[config.mk]
export PLATFORM = sky130hd
export DESIGN_NAME = pix_rle_image_decoder
export DESIGN_NICKNAME = d
export VERILOG_FILES = /design/src/design/pixrle_pkg.sv /design/src/design/pix_rle_image_decoder.sv /design/src/design/pixrle_queue.sv /design/src/design/pixrle_front.sv /design/src/design/pixrle_back.sv
export SDC_FILE = /design/constraint.sdc
export NUM_CORES = 1
export LEC_CHECK = 0
export ABC_AREA = 1
export ABC_CLOCK_PERIOD_IN_PS = 18650
export CAP_MARGIN = 10
export CORE_MARGIN = 1
export CORE_UTILIZATION = 45
export DETAILED_ROUTE_END_ITERATION = 7
export DONT_BUFFER_PORTS = 1
export MAX_ROUTING_LAYER = met4
export PLACE_DENSITY = 0.62
export SYNTH_ARGS = -nofsm -noshare
export SYNTH_HDL_FRONTEND = slang
export SYNTH_SLANG_ARGS = --single-unit
[constraint.sdc]
create_clock -name clk -period 18.65 [get_ports clk]
set_clock_uncertainty 0.05 [all_clocks]
set_input_delay 3.73 -clock clk [delete_from_list [all_inputs] [get_ports clk]]
set_output_delay 3.73 -clock clk [all_outputs]
set_load 0.02 [all_outputs]
[src/design/pixrle_pkg.sv]
// Package for the PIX run-length image decoder.
// Word types, command codes and queue sizing shared by all modules.
package pixrle_pkg;

	localparam int QDEPTH = 4;
	localparam int QAW = $clog2(QDEPTH);

	localparam logic [1:0] KIND_HDR_OK  = 2'd0;
	localparam logic [1:0] KIND_HDR_BAD = 2'd1;
	localparam logic [1:0] KIND_RUN     = 2'd2;

	localparam logic [15:0] DEPTH_GRAY  = 16'd8;
	localparam logic [15:0] DEPTH_COLOR = 16'd24;

	typedef struct packed {
		logic [7:0] byte_in;
		logic       restart;
	} in_word_t;

	typedef struct packed {
		logic [1:0]  kind;
		logic [14:0] image_width;
		logic [14:0] image_height;
		logic        is_gray;
		logic [7:0]  red;
		logic [7:0]  green_or_gray;
		logic [7:0]  blue;
		logic [29:0] run_length;
		logic [29:0] start_index;
		logic        last;
	} out_word_t;

	typedef struct packed {
		logic [1:0]  kind;
		logic [14:0] width;
		logic [14:0] height;
		logic        gray;
		logic [7:0]  count;
		logic [7:0]  red;
		logic [7:0]  green;
		logic [7:0]  blue;
	} cmd_t;

	function automatic logic [14:0] pos_dim(input logic [15:0] w);
		pos_dim = (w[15] == 1'b0) ? w[14:0] : 15'd0;
	endfunction

endpackage

[src/design/pix_rle_image_decoder.sv]
// Top level of the PIX run-length image decoder.
// Depends on pixrle_pkg, pixrle_front, pixrle_queue and pixrle_back.
//
// channel  signals                          payload
// -------  -------------------------------  ----------------------------------
// bytes    byte_valid / byte_ready          byte_data  (in_word_t, one file byte)
// results  res_valid / res_ready            res_data   (out_word_t, header or run)
//
// One file byte is taken every cycle while the command queue has room.
// A header or run result passes through the command queue and then the result
// register; the queue holds four commands, the result register one word.
// Reset clears the parser, the queue and the run position.
// A stalled result side fills the queue, then drops byte_ready.
module pix_rle_image_decoder (
	input  logic                  clk,
	input  logic                  arst_n,
	input  logic                  byte_valid,
	output logic                  byte_ready,
	input  pixrle_pkg::in_word_t  byte_data,
	output logic                  res_valid,
	input  logic                  res_ready,
	output pixrle_pkg::out_word_t res_data
);
	import pixrle_pkg::*;

	logic cmd_push;
	cmd_t cmd_in;
	logic q_full;
	logic q_not_empty;
	logic q_pop;
	cmd_t cmd_out;
	logic take;

	assign byte_ready = !q_full;
	assign take       = byte_valid && byte_ready;

	pixrle_front u_front (
		.clk      (clk),
		.arst_n   (arst_n),
		.take     (take),
		.word     (byte_data),
		.cmd_push (cmd_push),
		.cmd      (cmd_in)
	);

	pixrle_queue u_queue (
		.clk       (clk),
		.arst_n    (arst_n),
		.push      (cmd_push),
		.push_data (cmd_in),
		.full      (q_full),
		.pop       (q_pop),
		.not_empty (q_not_empty),
		.pop_data  (cmd_out)
	);

	pixrle_back u_back (
		.clk       (clk),
		.arst_n    (arst_n),
		.cmd_valid (q_not_empty),
		.cmd       (cmd_out),
		.cmd_pop   (q_pop),
		.res_valid (res_valid),
		.res_ready (res_ready),
		.res_data  (res_data)
	);

endmodule

[src/design/pixrle_queue.sv]
// Short command queue between the byte parser and the run generator.
// Depends on pixrle_pkg.
module pixrle_queue (
	input  logic                clk,
	input  logic                arst_n,
	input  logic                push,
	input  pixrle_pkg::cmd_t    push_data,
	output logic                full,
	input  logic                pop,
	output logic                not_empty,
	output pixrle_pkg::cmd_t    pop_data
);
	import pixrle_pkg::*;

	cmd_t           mem_q [QDEPTH];
	logic [QAW-1:0] wr_ptr_q;
	logic [QAW-1:0] rd_ptr_q;
	logic [QAW:0]   count_q;

	assign full      = (count_q == (QAW+1)'(QDEPTH));
	assign not_empty = (count_q != '0);
	assign pop_data  = mem_q[rd_ptr_q];

	always_ff @(posedge clk) begin
		if (push && !full) begin
			mem_q[wr_ptr_q] <= push_data;
		end
	end

	always_ff @(posedge clk or negedge arst_n) begin
		if (!arst_n) begin
			wr_ptr_q <= '0;
			rd_ptr_q <= '0;
			count_q  <= '0;
		end else begin
			if (push && !full) begin
				wr_ptr_q <= wr_ptr_q + QAW'(1);
			end
			if (pop && not_empty) begin
				rd_ptr_q <= rd_ptr_q + QAW'(1);
			end
			case ({push && !full, pop && not_empty})
				2'b10:   count_q <= count_q + (QAW+1)'(1);
				2'b01:   count_q <= count_q - (QAW+1)'(1);
				default: count_q <= count_q;
			endcase
		end
	end

endmodule

[src/design/pixrle_front.sv]
// Byte parser: header fields and run bytes, one command per complete unit.
// Depends on pixrle_pkg.
module pixrle_front (
	input  logic                clk,
	input  logic                arst_n,
	input  logic                take,
	input  pixrle_pkg::in_word_t word,
	output logic                cmd_push,
	output pixrle_pkg::cmd_t    cmd
);
	import pixrle_pkg::*;

	localparam logic [1:0] PH_HEADER = 2'd0;
	localparam logic [1:0] PH_BODY   = 2'd1;
	localparam logic [1:0] PH_IDLE   = 2'd2;

	logic [1:0]  phase_q, phase_d, phase_e;
	logic [3:0]  hpos_q, hpos_d, hpos_e;
	logic [1:0]  rpos_q, rpos_d, rpos_e;
	logic [7:0]  hi_q, hi_d;
	logic [15:0] width_q, width_d;
	logic [15:0] height_q, height_d;
	logic        gray_q, gray_d;
	logic [7:0]  cnt_q, cnt_d;
	logic [7:0]  blue_q, blue_d;
	logic [7:0]  green_q, green_d;
	logic [15:0] hword;
	logic        hdr_ok;

	always_comb begin
		phase_e  = word.restart ? PH_HEADER : phase_q;
		hpos_e   = word.restart ? 4'd0 : hpos_q;
		rpos_e   = word.restart ? 2'd0 : rpos_q;
		hword    = {hi_q, word.byte_in};
		hdr_ok   = (pos_dim(width_q) != '0) && (pos_dim(height_q) != '0) &&
			(hword == DEPTH_GRAY || hword == DEPTH_COLOR);
		phase_d  = phase_e;
		hpos_d   = hpos_e;
		rpos_d   = rpos_e;
		hi_d     = hi_q;
		width_d  = width_q;
		height_d = height_q;
		gray_d   = gray_q;
		cnt_d    = cnt_q;
		blue_d   = blue_q;
		green_d  = green_q;
		cmd_push = 1'b0;
		cmd      = '0;
		unique case (phase_e)
			PH_HEADER: begin
				if (hpos_e[0] == 1'b0) begin
					hi_d   = word.byte_in;
					hpos_d = hpos_e + 4'd1;
				end else if (hpos_e == 4'd9) begin
					hpos_d       = 4'd0;
					gray_d       = (hword == DEPTH_GRAY);
					cmd_push     = 1'b1;
					cmd.kind     = hdr_ok ? KIND_HDR_OK : KIND_HDR_BAD;
					cmd.width    = pos_dim(width_q);
					cmd.height   = pos_dim(height_q);
					cmd.gray     = (hword == DEPTH_GRAY);
					phase_d      = hdr_ok ? PH_BODY : PH_IDLE;
					rpos_d       = 2'd0;
				end else begin
					if (hpos_e == 4'd1) begin
						width_d = hword;
					end
					if (hpos_e == 4'd3) begin
						height_d = hword;
					end
					hpos_d = hpos_e + 4'd1;
				end
			end
			PH_BODY: begin
				cmd.kind  = KIND_RUN;
				cmd.count = cnt_q;
				case (rpos_e)
					2'd0: begin
						cnt_d  = word.byte_in;
						rpos_d = 2'd1;
					end
					2'd1: begin
						if (gray_q) begin
							cmd_push  = 1'b1;
							cmd.green = word.byte_in;
							rpos_d    = 2'd0;
						end else begin
							blue_d = word.byte_in;
							rpos_d = 2'd2;
						end
					end
					2'd2: begin
						green_d = word.byte_in;
						rpos_d  = 2'd3;
					end
					default: begin
						cmd_push  = 1'b1;
						cmd.red   = word.byte_in;
						cmd.green = green_q;
						cmd.blue  = blue_q;
						rpos_d    = 2'd0;
					end
				endcase
			end
			PH_IDLE: begin
				phase_d = PH_IDLE;
			end
			default: begin
				phase_d = PH_IDLE;
			end
		endcase
		cmd_push = cmd_push && take;
	end

	always_ff @(posedge clk or negedge arst_n) begin
		if (!arst_n) begin
			phase_q  <= PH_HEADER;
			hpos_q   <= '0;
			rpos_q   <= '0;
			hi_q     <= '0;
			width_q  <= '0;
			height_q <= '0;
			gray_q   <= 1'b0;
			cnt_q    <= '0;
			blue_q   <= '0;
			green_q  <= '0;
		end else if (take) begin
			phase_q  <= phase_d;
			hpos_q   <= hpos_d;
			rpos_q   <= rpos_d;
			hi_q     <= hi_d;
			width_q  <= width_d;
			height_q <= height_d;
			gray_q   <= gray_d;
			cnt_q    <= cnt_d;
			blue_q   <= blue_d;
			green_q  <= green_d;
		end
	end

endmodule

[src/design/pixrle_back.sv]
// Run generator: image size, pixel position, clipping and the result register.
// Depends on pixrle_pkg.
module pixrle_back (
	input  logic                 clk,
	input  logic                 arst_n,
	input  logic                 cmd_valid,
	input  pixrle_pkg::cmd_t     cmd,
	output logic                 cmd_pop,
	output logic                 res_valid,
	input  logic                 res_ready,
	output pixrle_pkg::out_word_t res_data
);
	import pixrle_pkg::*;

	logic        active_q;
	logic [29:0] total_q;
	logic [29:0] done_q;
	logic [14:0] width_q;
	logic [14:0] height_q;
	logic        gray_q;
	logic        valid_q;
	out_word_t   res_q;
	out_word_t   res_d;
	logic [29:0] remain;
	logic        use_cnt;
	logic [29:0] len;
	logic        emit;

	assign cmd_pop   = cmd_valid && (!valid_q || res_ready);
	assign res_valid = valid_q;
	assign res_data  = res_q;

	always_comb begin
		remain  = total_q - done_q;
		use_cnt = (cmd.count != '0) && ({22'd0, cmd.count} < remain);
		len     = use_cnt ? {22'd0, cmd.count} : remain;
		emit    = (cmd.kind != KIND_RUN) || active_q;
		res_d   = '0;
		if (cmd.kind == KIND_RUN) begin
			res_d.kind          = KIND_RUN;
			res_d.image_width   = width_q;
			res_d.image_height  = height_q;
			res_d.is_gray       = gray_q;
			res_d.red           = cmd.red;
			res_d.green_or_gray = cmd.green;
			res_d.blue          = cmd.blue;
			res_d.run_length    = len;
			res_d.start_index   = done_q;
			res_d.last          = !use_cnt;
		end else begin
			res_d.kind         = cmd.kind;
			res_d.image_width  = cmd.width;
			res_d.image_height = cmd.height;
			res_d.is_gray      = cmd.gray;
		end
	end

	always_ff @(posedge clk) begin
		if (cmd_pop && emit) begin
			res_q <= res_d;
		end
	end

	always_ff @(posedge clk or negedge arst_n) begin
		if (!arst_n) begin
			active_q <= 1'b0;
			total_q  <= '0;
			done_q   <= '0;
			width_q  <= '0;
			height_q <= '0;
			gray_q   <= 1'b0;
			valid_q  <= 1'b0;
		end else begin
			if (cmd_pop && emit) begin
				valid_q <= 1'b1;
			end else if (res_ready) begin
				valid_q <= 1'b0;
			end
			if (cmd_pop) begin
				unique case (cmd.kind)
					KIND_HDR_OK: begin
						active_q <= 1'b1;
						total_q  <= 30'(cmd.width) * 30'(cmd.height);
						done_q   <= '0;
						width_q  <= cmd.width;
						height_q <= cmd.height;
						gray_q   <= cmd.gray;
					end
					KIND_HDR_BAD: begin
						active_q <= 1'b0;
					end
					KIND_RUN: begin
						if (active_q) begin
							done_q <= done_q + len;
							if (!use_cnt) begin
								active_q <= 1'b0;
							end
						end
					end
					default: begin
						active_q <= active_q;
					end
				endcase
			end
		end
	end

endmodule
==> metrics.md, run 1 <==
| Metric | Value |
|---|---|
| Unrepaired setup endpoints after global routing | `false` |
| CTS H-tree lvls | `2` |
| Final period util | `0.468` |
| Finished Layout Cells | `4444` |
| Synth warn | `0` |
| Area of the mapped netlist | `32600 µm²` |
| Syn-to-layout area delta | `8.79%` |
| Die H | `271 µm` |
| CTS clock-pin slew for the worst setup and hold paths | `0.07 ns` |
| Ys async rst share | `0.314` |
| CP max-delay cell | `clkinv_2` |
| I/O Pins | `133` |
| Seq/Total Area, Yosys | `0.481` |
| Clock Sinks | `551` |
| Status | `finished clean` |
| Hold-fix buffer count after cts | `0` |
| Cell taking the most area after synthesis | `edfxtp_1` |
| Drt via density | `5.21` |
| Initial Util | `0.455` |
| CTS buffer count | `59` |
| Number of enable flip-flop cells after synthesis | `378` |
| CP dominant cell by count | `inv_1` |
| Unique masters post-synth | `49` |
| Top FF cell, synth | `edfxtp_1` |
| Relative slew margins | `0.198` |
| Startpoint types | `register` |
| Synth top area cells | `edfxtp_1, dfrtp_1, fa_1` |
| GPL Wtd Cong | `0.954` |
| Post-CTS Setup Inserts | `0` |
| Layout cells sized above 1 | `0.0524` |
| Root buffer cell | `clkbuf_16` |
| Clk_lat worst skew | `0.67 ns` |
| Setup Total Neg Slack | `0 ns` |
| Synth top area share | `0.348` |
| CP Max Fanout | `68` |
| WP data required | `19.08 ns` |
| Hold_ws | `0.420 ns` |
| Placed Cells | `4332` |
| Syn Area/Cell | `9.37 µm²` |
| HPWL Detailed | `58.2 mm` |
| Port Buf Inserts | `0` |
| M1 WL | `35.9 mm` |
| Final net count | `3793` |
| Row Count | `98` |
| Max-cap violation count | `0` |
| Die area | `73500 µm²` |
| WP data arrival | `9.16 ns` |
| Setup CP Type | `reg2reg` |
| Metal2 WL | `38.0 mm` |
| DRT Wirelength | `82.1 mm` |
| Hold Path Class | `reg2reg` |
| Post-layout min period | `8.74 ns` |
| Max Buffers Root-to-Sink | `3` |
| Routed length per instance | `18.5 µm` |
| Pins over their slew limit | `0` |
| First-pass GRT wire length | `127 mm` |
| Endpoints failing hold | `0` |
| Post-route antenna net violation count | `0` |
| Measured slew at the worst slew-check pin | `1.20 ns` |
| Initial DRT Pass Iterations | `8` |
| Core Region | `71600 µm²` |
| Setup crit end kind | `register` |
| Total grt overflow | `0` |
| Chip width | `271 µm` |
| Top sig layer | `met4` |
| Initial antenna violation count | `0` |
| Fill cells | `6710` |
| Met3 wire length | `5.06 mm` |
| Cells after Synth | `3478` |
| Initial drt markers | `1958` |
| GRT Overall Usage | `0.230` |
| Largest net degree at the start of global routing | `174` |
| F_max | `114 MHz` |
| CTS resizes | `0` |
| Final Setup Violations | `0` |
| Syn_nets | `3828` |
| Vias in the first global route | `22500` |
| Vias | `23200` |
| DRC Markers | `0` |
| TritonCTS clock tree | `done` |
| Register bit total from synthesis | `551` |
| Max incr delay on CP | `0.83 ns` |
## logic make-up after synthesis
family / share of synthesized area
AOI/OAI and AO/OA: 0.0940
xor gates and xnor gates: 0.0126
adders and majority gates: 0.169
buffers and inverters: 0.0721
DFF: 0.481
and+or+nand+nor: 0.172
## cells in the final DEF, fill, tap and decap left out, types with 16 or more instances in the layout
| cell | n |
|---|---|
| clkbuf_16 | 59 |
| nand3_1 | 68 |
| xnor2_1 | 32 |
| nor2_2 | 24 |
| edfxtp_1 | 378 |
| nand4_1 | 18 |
| dfrtp_1 | 172 |
| buf_4 | 22 |
| clkinv_1 | 16 |
| a32oi_1 | 23 |
| inv_1 | 463 |
| o22ai_1 | 36 |
| nor2_1 | 458 |
| fa_1 | 170 |
| a21oi_1 | 147 |
| nand2_1 | 785 |
| o21ai_0 | 273 |
| ha_1 | 167 |
## worst max-delay path, delay by kind of cell (launching register included)
family	cells	cell delay (ns)
xor+xnor	1	0.14
simple gates	5	0.55
flops	1	0.79
fa+ha+maj	7	3.45
buf+inv	11	2.28
compound gates	7	1.25
## state kept, by name, summed over array words and instances, names as in the netlist, 3 cells and up
| signal | flops |
|---|---|
| u_queue.mem_q | 260 |
| u_back.res_data | 118 |
| u_back.done_q | 30 |
| u_back.total_q | 30 |
| u_front.height_q | 16 |
| u_front.width_q | 16 |
| u_back.height_q | 15 |
| u_back.width_q | 15 |
| u_front.blue_q | 8 |
| u_front.cnt_q | 8 |
| u_front.green_q | 8 |
| u_front.hi_q | 8 |
| u_front.hpos_q | 4 |
| u_queue.count_q | 3 |
## per-layer routing
layer | vias to the layer above | track usage
met2 | 652 | 0.356
met3 | 169 | 0.0427
met1 | 11100 | 0.301
li1 | 11200 | -
met5 | - | -
met4 | 0 | 0.0847
## metrics by stage
stage                     setup slack [ns]  instance area (µm²)   util
after floorplan                      10.43                32600      -
after global placement               10.08                33400  0.467
after detailed placement              9.91                33400  0.467
after CTS                             9.87                35400  0.495
after global routing                  9.23                35400  0.495
final                                 9.91                35500  0.495
## layout make-up
cell class / count / area [µm²] / area share
Sequential cell: 551 / 15700 / 0.442
Multi-Input combinational cell: 2327 / 14600 / 0.412
Inverter: 482 / 1810 / 0.0512
Clock buffer: 71 / 1530 / 0.0432
Tap cell: 950 / 1190 / 0.0335
Clock inverter: 40 / 469 / 0.0132
Timing Repair Buffer: 22 / 165 / 0.00466
Antenna cell: 1 / 2.50 / 0.0000706
## synthesized netlist by cell type (all sizes together) (4+ instances only)
master	number
o21ai	277
nor4	8
o22ai	36
inv	475
nand3	69
and2	6
a21o	7
nand3b	5
nor3	12
a31oi	8
o21a	9
buf	48
or2	4
edfxtp	378
dfrtp	173
xor2	15
a21oi	148
a32oi	32
ha	167
o21bai	5
a21boi	4
nand4	18
fa	170
clkbuf	70
clkinv	7
nand2	791
nor2	489
xnor2	32
## final timing paths
path                                     start                   to  slack (ns)  cells past startpoint
max in group asynchronous               arst_n   u_back.width_q[13]       15.34                      0
hold / removal              u_queue.count_q[0]   u_queue.count_q[0]        0.42                      1
min in group asynchronous               arst_n  u_front.height_q[3]        2.76                      0
setup / recovery           u_queue.rd_ptr_q[0]   u_back.total_q[27]        9.91                     31
hold reg to reg             u_queue.count_q[0]   u_queue.count_q[0]        0.42                      1
setup reg to reg           u_queue.rd_ptr_q[0]   u_back.total_q[27]        9.91                     31
Power of run 1 is not shown: default switching activity piles up to over one toggle a cycle in this logic, so the estimate is an artifact.
==> run 2, diff against run 1 <==
--- a/config.mk
+++ b/config.mk
@@ -5,15 +5,15 @@
 export SDC_FILE = /design/constraint.sdc
 export NUM_CORES = 1
 export LEC_CHECK = 0
-export ABC_AREA = 1
-export ABC_CLOCK_PERIOD_IN_PS = 18650
+export ABC_AREA = 0
+export ABC_CLOCK_PERIOD_IN_PS = 7100
 export CAP_MARGIN = 10
 export CORE_MARGIN = 1
 export CORE_UTILIZATION = 45
 export DETAILED_ROUTE_END_ITERATION = 7
 export DONT_BUFFER_PORTS = 1
 export MAX_ROUTING_LAYER = met4
-export PLACE_DENSITY = 0.62
+export PLACE_DENSITY = 0.64
 export SYNTH_ARGS = -nofsm -noshare
 export SYNTH_HDL_FRONTEND = slang
 export SYNTH_SLANG_ARGS = --single-unit
==> constraint.sdc (replaced) <==
create_clock -name clk -period 7.1 [get_ports clk]
set_clock_uncertainty 0.05 [all_clocks]
set_input_delay 1.42 -clock clk [delete_from_list [all_inputs] [get_ports clk]]
set_output_delay 1.42 -clock clk [all_outputs]
set_load 0.02 [all_outputs]
==> metrics.md, run 2 <==
| Metric | Value |
|---|---|
| Dpl ws | `-0.0632 ns (-9.97 ns)` |
| Commonest non-fill, non-tap cell in the layout | `edfxtp_1` |
| Critical Path Source | `u_queue.rd_ptr_q[1]` |
| Most common cell in the netlist | `edfxtp_1` |
| WP data arrival | `7.45 ns (-1.71 ns)` |
| Ys async rst share | `0.314 (unchanged)` |
| Pins over their slew limit | `0 (unchanged)` |
| Measured slew at the worst slew-check pin | `1.18 ns (-0.0137 ns)` |
| Die H | `269 µm (-0.60%)` |
| Final WS setup | `0.0855 ns (-9.83 ns)` |
| Initial drt markers | `1505 (-23%)` |
| Syn-to-layout area delta | `14.8%` |
| Biggest register | `u_queue.mem_q` |
| DRT Wirelength | `81.2 mm (-0.99%)` |
| Unique masters post-synth | `81 (+65%)` |
| Clock Sinks | `551 (unchanged)` |
| F_max | `143 MHz (+25%)` |
| Root buffer cell | `clkbuf_16` |
| TritonCTS clock tree | `done` |
| Post-synth top cells | `edfxtp_1, nand2_1, inv_1` |
| HPWL Detailed | `59.6 mm (+2.4%)` |
| Final Setup Violations | `0 (unchanged)` |
| R2r worst-path depth | `24 (-23%)` |
| First-pass GRT wire length | `126 mm (-1.5%)` |
| Unrepaired setup endpoints after global routing | `true` |
| I/O Pins | `133 (unchanged)` |
| Row Count | `97 (-1.0%)` |
| Area of the mapped netlist | `32200 µm² (-1.2%)` |
| Number of enable flip-flop cells after synthesis | `378 (unchanged)` |
| Initial DRT Pass Iterations | `5 (-3)` |
| Port Buf Inserts | `0 (unchanged)` |
| Setup crit end kind | `register` |
| WP data required | `7.53 ns (-11.55 ns)` |
| Layout cells sized above 1 | `0.184 (+0.132)` |
| Syn_nets | `3087 (-19%)` |
| Endpoints failing hold | `0 (unchanged)` |
| Most frequent cells in the layout | `edfxtp_1, nand2_1, inv_1, nor2_1, buf_4` |
| Synth top area cells | `edfxtp_1, dfrtp_1, fa_1` |
| Seq/Total Area, Yosys | `0.487 (+0.00585)` |
| GPL Wtd Cong | `0.947 (-0.77%)` |
| Relative slew margins | `0.210 (+0.0128)` |
| Critical Path End | `u_back.total_q[25]` |
| Synth warn | `0 (unchanged)` |
| Final net count | `3229 (-15%)` |
| Startpoint types | `register` |
| Vias | `21300 (-8.2%)` |
| Routed length per instance | `21.0 µm (+14%)` |
| Initial antenna violation count | `0 (unchanged)` |
| Post-route antenna net violation count | `0 (unchanged)` |
| Post-layout min period | `7.01 ns (-1.72 ns)` |
| Die area | `72600 µm² (-1.2%)` |
| Fill cells | `6056 (-9.7%)` |
| Max-cap violation count | `0 (unchanged)` |
| Hold-fix buffer count after cts | `0 (unchanged)` |
| Cell taking the most area after synthesis | `edfxtp_1` |
| Max reg flops | `260 (unchanged)` |
| Cells after Synth | `2737 (-21%)` |
| FF-to-FF Start | `u_queue.rd_ptr_q[1]` |
| Hold Path Class | `in2async` |
| Register bit total from synthesis | `551 (unchanged)` |
| Final period util | `0.988 (+0.519)` |
| Status | `finished clean` |
| Synth top area share | `0.353 (+0.00424)` |
| CTS buffer count | `58 (-1.7%)` |
| Total grt overflow | `0 (unchanged)` |
| CTS clock-pin slew for the worst setup and hold paths | `0.06 ns (about the same)` |
| Drt via density | `5.49 (+5.4%)` |
| Clk_lat worst skew | `0.65 ns (-0.02 ns)` |
| GRT Overall Usage | `0.228 (-0.00158)` |
| Setup CP Type | `reg2reg` |
| Largest net degree at the start of global routing | `174 (unchanged)` |
| Core Region | `70400 µm² (-1.7%)` |
| CP Max Fanout | `7 (-90%)` |
| Initial Util | `0.457 (+0.00230)` |
| DRC Markers | `0 (unchanged)` |
| CTS H-tree lvls | `2 (unchanged)` |
| Max Buffers Root-to-Sink | `3 (unchanged)` |
| Vias in the first global route | `21700 (-3.6%)` |
| Crit Reg-Reg Endpoint | `u_back.total_q[25]` |
| Syn Area/Cell | `11.8 µm² (+26%)` |
| R2r setup slk | `0.09 ns (-9.83 ns)` |
| Chip width | `269 µm (-0.60%)` |
| N_diodes | `0 (-1)` |
| Top FF cell, synth | `edfxtp_1` |
==> run 2: final cells by class <==
type,instances,area [µm²],area share
clock buffers,77,1630,0.0440
clock inverters,33,420,0.0114
inverters,253,952,0.0258
multi-input cells,1816,15400,0.417
flip-flops and latches,551,15700,0.425
well taps,940,1180,0.0318
repair buffers,199,1680,0.0454
==> run 2: what timing repair did <==
action | in CTS | in global routing
setup buffers | 2 | 18
pin swaps | 0 | 36
cloned | 0 | 1
gates resized for setup | 6 | 69
endpoints found under the setup margin | 3 | 15
==> run 2: metal layers <==
metal	GRT usage	part of all wire	vias up
li1	-	-	9873
met1	0.296	0.43	10700
met2	0.377	0.49	604
met3	0.0312	0.052	122
met4	0.0595	0.024	0
met5	-	0	-
==> run 2: kinds of logic (layout without fill, tap and decap cells) <==
group	after synthesis	count (layout)	share of synthesized area
simple gates	789	789	0.117
flops	551	551	0.487
compound gates	443	443	0.0887
buf+inv	370	562	0.0440
fa+ha+maj	337	337	0.171
mux	172	172	0.0725
xor+xnor	75	75	0.0204
==> run 2: through the flow <==
stage | setup TNS (ns) | std cells | area (µm²) | utilization | hold WS [ns]
3_5_place_dp | -0.132 | 3738 | 34500 | 0.490 | 0.420
6_report | 0 | 3869 | 37000 | 0.525 | 0.430
4_1_cts | 0 | 3850 | 36500 | 0.519 | 0.391
5_1_grt | -0.476 | 3869 | 37000 | 0.525 | 0.399
2_1_floorplan | 0 | 2737 | 32400 | - | 0.399
3_3_place_gp | -0.000965 | 3738 | 34500 | 0.490 | 0.413
==> run 2: worst max-delay path, cell delays in order, from the launching register on <==
cell and delay, ns:
dfrtp_4 0.55, buf_12 0.16, buf_4 0.14, buf_4 0.14, mux4_2 0.46, nand2_2 0.15, fa_1 0.46, fa_1 0.54
inv_1 0.06, fa_1 0.58, fa_1 0.44, fa_1 0.49, inv_1 0.05, fa_1 0.47, inv_1 0.04, ha_1 0.29
a21o_1 0.20, a21oi_2 0.15, nor2b_1 0.06, a311o_1 0.38, a2111oi_4 0.44, o21bai_1 0.12, a21oi_1 0.17, xor2_1 0.16
o21ai_0 0.08
==> run 2: worst min path at each step <==
stage | startpoint | to | slack, ns
final | arst_n | u_back.done_q[20] | 0.43
after CTS | arst_n | u_back.width_q[12] | 0.39
after floorplan | u_back.total_q[0] | u_back.total_q[0] | 0.40
after global routing | arst_n | u_back.done_q[20] | 0.40
after detailed placement | u_back.width_q[1] | u_back.width_q[1] | 0.42
after global placement | u_back.width_q[6] | u_back.width_q[6] | 0.41
Power of run 2 is left out for the same reason.
